===== config.mk =====
export PLATFORM = sky130hd
export DESIGN_NAME = ccp_square
export DESIGN_NICKNAME = d
export VERILOG_FILES = /design/src/rtl/core/ccp_pkg.sv /design/src/rtl/core/ccp_square.sv
export SDC_FILE = /design/constraint.sdc
export NUM_CORES = 1
export LEC_CHECK = 0
export ABC_AREA = 1
export CORE_ASPECT_RATIO = 1.1
export CORE_UTILIZATION = 40
export CTS_BUF_LIST = sky130_fd_sc_hd__clkbuf_2
export DETAILED_ROUTE_END_ITERATION = 8
export DONT_BUFFER_PORTS = 1
export GPL_TIMING_DRIVEN = 0
export PLACE_DENSITY = 0.53
export SLEW_MARGIN = 15
export SYNTH_ARGS = -nofsm -noshare
export SYNTH_HDL_FRONTEND = slang
export SYNTH_SLANG_ARGS = --single-unit

===== constraint.sdc =====
create_clock -name clk -period 6.9 [get_ports clk]
set_input_delay 1.38 -clock clk [delete_from_list [all_inputs] [get_ports clk]]
set_output_delay 1.38 -clock clk [all_outputs]
set_load 0.01 [all_outputs]

===== src/rtl/core/ccp_pkg.sv =====
// ----------------------------------------------------------------------------
// Circle canvas painter package
// Command, status and register codes, state encoding and shared types.
// ----------------------------------------------------------------------------
`timescale 1ns / 1ps

package ccp_pkg;

  localparam logic [1:0] CMD_CLEAR = 2'd0;
  localparam logic [1:0] CMD_DRAW  = 2'd1;
  localparam logic [1:0] CMD_READ  = 2'd2;

  localparam logic [1:0] STATUS_OK        = 2'd0;
  localparam logic [1:0] STATUS_BAD_SHAPE = 2'd1;
  localparam logic [1:0] STATUS_OUTSIDE   = 2'd2;

  localparam logic [1:0] CFG_IDX_WIDTH  = 2'd0;
  localparam logic [1:0] CFG_IDX_HEIGHT = 2'd1;
  localparam logic [1:0] CFG_IDX_BG     = 2'd2;

  localparam logic [7:0] KIND_FILLED  = 8'h43;
  localparam logic [7:0] KIND_OUTLINE = 8'h63;

  localparam logic [8:0] RESET_WIDTH  = 9'd1;
  localparam logic [8:0] RESET_HEIGHT = 9'd1;
  localparam logic [7:0] RESET_BG     = 8'd32;

  localparam int COORD_W = 32;
  localparam int SQ_W    = 64;
  localparam int CFG_W   = 9;

  typedef enum logic [2:0] {
    ST_IDLE,
    ST_CLEAR,
    ST_SETUP,
    ST_DRAW,
    ST_DRAIN,
    ST_READ,
    ST_RESP
  } state_t;

  typedef struct packed {
    logic               start;
    logic [COORD_W-1:0] operand;
  } sq_req_t;

  typedef struct packed {
    logic            done;
    logic [SQ_W-1:0] square;
  } sq_rsp_t;

endpackage


===== src/rtl/core/ccp_square.sv =====
// ----------------------------------------------------------------------------
// Circle canvas painter squarer
// Squares a 32-bit unsigned value with one 16x16 multiplier, summing weighted partial products.
// ----------------------------------------------------------------------------
`timescale 1ns / 1ps

module ccp_square (
  input  logic             clk,
  input  logic             rst_n,
  input  ccp_pkg::sq_req_t req,
  output ccp_pkg::sq_rsp_t rsp
);

  logic [ccp_pkg::COORD_W-1:0] op_r;
  logic [1:0]                  step_r;
  logic                        busy_r;
  logic                        done_r;
  logic [31:0]                 prod_r;
  logic [ccp_pkg::SQ_W-1:0]    acc_r;
  logic [15:0]                 fa;
  logic [15:0]                 fb;
  logic [ccp_pkg::SQ_W-1:0]    term;

  // The product of one step is added in the next one, with its weight.
  always_comb begin
    case (step_r)
      2'd0: begin
        fa = op_r[15:0];
        fb = op_r[15:0];
      end
      2'd1: begin
        fa = op_r[31:16];
        fb = op_r[15:0];
      end
      default: begin
        fa = op_r[31:16];
        fb = op_r[31:16];
      end
    endcase
    case (step_r)
      2'd1:    term = ccp_pkg::SQ_W'(prod_r);
      2'd2:    term = ccp_pkg::SQ_W'(prod_r) << 17;
      2'd3:    term = ccp_pkg::SQ_W'(prod_r) << 32;
      default: term = '0;
    endcase
  end

  always_ff @(posedge clk) begin
    if (!rst_n) begin
      busy_r <= 1'b0;
      done_r <= 1'b0;
      step_r <= 2'd0;
    end else begin
      done_r <= !req.start && busy_r && (step_r == 2'd3);
      if (req.start) begin
        busy_r <= 1'b1;
        step_r <= 2'd0;
      end else if (busy_r) begin
        step_r <= step_r + 2'd1;
        if (step_r == 2'd3) begin
          busy_r <= 1'b0;
        end
      end
    end
  end

  always_ff @(posedge clk) begin
    if (req.start) begin
      op_r  <= req.operand;
      acc_r <= '0;
    end else if (busy_r) begin
      prod_r <= fa * fb;
      acc_r  <= acc_r + term;
    end
  end

  assign rsp.done   = done_r;
  assign rsp.square = acc_r;

endmodule


==> reports/results.ini <==
[run_status]
status=completed

[worst_hold_path]
hold_depth=0
hold_class=input port to register
min_from=req[8]
whs_endpoint=op_r[8]$_DFFE_PP_

[yosys]
ys_warn_count=0
syn-cell-area_um2=19890
syn_avg_cell_area_um2=6.654
synth_largest_area_cell=fa_1
syn_nets=3390
yosys.cell_types.count=46
synth_edf_count=64
syn-instance-count=2989
yosysSeqAreaShare=0.1651
synth_top_area_frac=0.1963
ys_ff_latch=132
synth_ff_type=dfxtp_1
async_reset_ff_frac=0
synth_area_leaders=fa_1 (20%), nand2_1 (16%), inv_1 (13%)

[route]
ant_nets=0
first_pass_iters=5
m1WireLength_um=28190
wl_met2_um=35930
routed_wl_um=70970
top_layer=met4
drcViolationCount=0
first_iter_violations=962
vias=18240
wl_per_cell_um=19.18
wl_met3_um=2806
viasPerCell=4.929

[floorplanning]
rows=85
fp.dieH_um=235.9
coreArea_um2=49030
die_w_um=214.6
dieArea_um2=50620
start_util=0.4056
io_pins=100

[timing]
fin_ws_ns=0.2651
skew_ns=0.07144
setup_viol=0
max_freq_mhz=150.7
fin_crit_ns=6.635
maxSlewViolCount=0
hold_violations=0
relSlewSlack=0.2998
finalCritPeriodShare=0.9616
tightest_slew_ns=1.050
holdWs_ns=0.3676

[clock_tree]
cts-root-buf=clkbuf_2
cts_tree=done
cts.clk_slew.worst_paths_ns=0.30
cts_buffer_depth=2
insertion_delay_ns=1.07
h-tree-depth=4
cts_num_sinks=132
numCtsBuffers=17
cts_hold_buf=0

[worst_setup_path]
critical_path_peak_fanout=10
critPathTopFamily=adder cells
r2r_end=prod_r[29]$_DFFE_PP_
rr_startpoint=step_r[0]$_SDFFE_PP0P_
slowest_stage=fa_1
worstPathRequired_ns=7.71
cp_num_buf_inv=8
path_common_cell=fa_1
end_kind=register
worstRegToRegCells=25
reg2reg_slack_ns=0.27
criticalPathCategory=register to register
max_stage_delay_ns=0.56
arrival_ns=7.44
crit_path_start_kind=register

[finish]
area_growth_syn_to_layout_pct=8.695
layout.nets=3431
seqCellArea_um2=3286
multiInputGateArea_um2=13890
drive_gt1_frac=0.07164
fin_cells=3700
fillers=5326
fin_util=0.4409

[global_routing]
grt_pass1_vias=18590
antenna_found_initial=2
track_usage=0.2847
grt_pass1_wl_um=106800
grt_overflow_total=0
grt_max_degree=34

[place]
dpl.hpwl_um=61310
dp.cells=3642
routabilityCongestion=0.9601
io_buffer_count=0
pre_cts_ws_ns=-0.7778

[job]
maxCapViolCount=0

-- what timing repair did --
action | CTS | global route
endpoints found under the setup margin | 21 | 16
pin swaps | 6 | 6
resized for setup | 60 | 47
cloned | 0 | 1
setup buffers | 13 | 8
-- per-stage QoR --
step | area [um2] | setup TNS [ns]
finish | 21620 | 0
global route | 21610 | -0.003751
CTS | 21350 | 0
detailed placement | 20740 | -6.565
global placement | 20700 | -5.215
floorplan | 19890 | 0
-- cells by family (layout without fill, tap and decap cells) --
logic type | after synthesis | after routing | synth area share
AOI/OAI and AO/OA | 238 | 238 | 0.06707
xor gates and xnor gates | 59 | 59 | 0.02598
DFF | 132 | 132 | 0.1651
adders and majority gates | 366 | 366 | 0.3039
other | 0 | 5 | 0
buffers and inverters | 783 | 837 | 0.1502
and+or+nand+nor | 1411 | 1411 | 0.2878
-- placed cells by master (no fill, tap or decap), types with 6 or more instances in the layout --
master,count
dfxtp_1,66
o22ai_1,17
xor2_1,37
o211ai_1,7
or2_2,9
nor2_2,20
nand2_1,840
clkinv_1,7
clkbuf_1,24
buf_6,10
inv_8,7
a21oi_1,92
edfxtp_1,64
nand3_2,9
inv_1,701
o21a_1,8
xnor2_1,20
o21ai_0,68
fa_1,195
a21oi_2,7
nand4_1,10
nor3_1,14
buf_2,11
nand2_2,30
nor2_1,365
clkbuf_2,18
a21oi_4,6
buf_4,25
nand3_1,95
ha_1,168
o21ai_4,9
-- registers in the layout, indices dropped and copies added, names as in the netlist --
| name | cells |
|---|---|
| acc_r | 64 |
| op_r | 32 |
| prod_r | 32 |
| step_r | 2 |
| busy_r | 1 |
| done_r | 1 |
-- synthesized netlist by cell type, types with 15 or more instances --
library cell,instances
nand2_1,841
fa_1,195
inv_1,707
o21ai_0,72
buf_2,27
nand3_1,97
a21oi_1,103
edfxtp_1,64
xnor2_1,21
nand2_2,29
clkbuf_1,28
xor2_1,38
dfxtp_1,68
nor3_1,15
ha_1,171
nor2_1,371
nor2_2,15
o22ai_1,17
-- worst max-delay path by stage --
stage | cells past startpoint | endpoint | slack (ns) | start
after floorplan | 26 | prod_r[28]$_DFFE_PP_ | 0.72 | step_r[0]$_SDFFE_PP0P_
after global placement | 23 | prod_r[28]$_DFFE_PP_ | -0.68 | step_r[0]$_SDFFE_PP0P_
after detailed placement | 23 | prod_r[28]$_DFFE_PP_ | -0.78 | step_r[0]$_SDFFE_PP0P_
after CTS | 25 | prod_r[28]$_DFFE_PP_ | 0.008 | step_r[0]$_SDFFE_PP0P_
after global routing | 30 | prod_r[30]$_DFFE_PP_ | -0.004 | step_r[0]$_SDFFE_PP0P_
final | 25 | prod_r[29]$_DFFE_PP_ | 0.27 | step_r[0]$_SDFFE_PP0P_
-- metal layers --
metal,vias to the layer above,global-route usage
met1,8562,0.3166
met4,0,0.1615
met2,496,0.5200
met3,161,0.03804
met5,-,0
li1,9019,-
-- layout make-up --
class                           count  share of cell area
Multi-Input combinational cell   2074              0.6424
Sequential cell                   132              0.1520
Inverter                          721              0.1263
Tap cell                          652             0.03774
Buffer                             61             0.01754
Timing Repair Buffer               23            0.009955
Clock inverter                     15            0.009550
Clock buffer                       17            0.003936
Antenna cell                        5           0.0005788
Power is left out: the tool's default activity adds up to more than one toggle a clock period on the data nets, which glitch-free logic cannot reach.
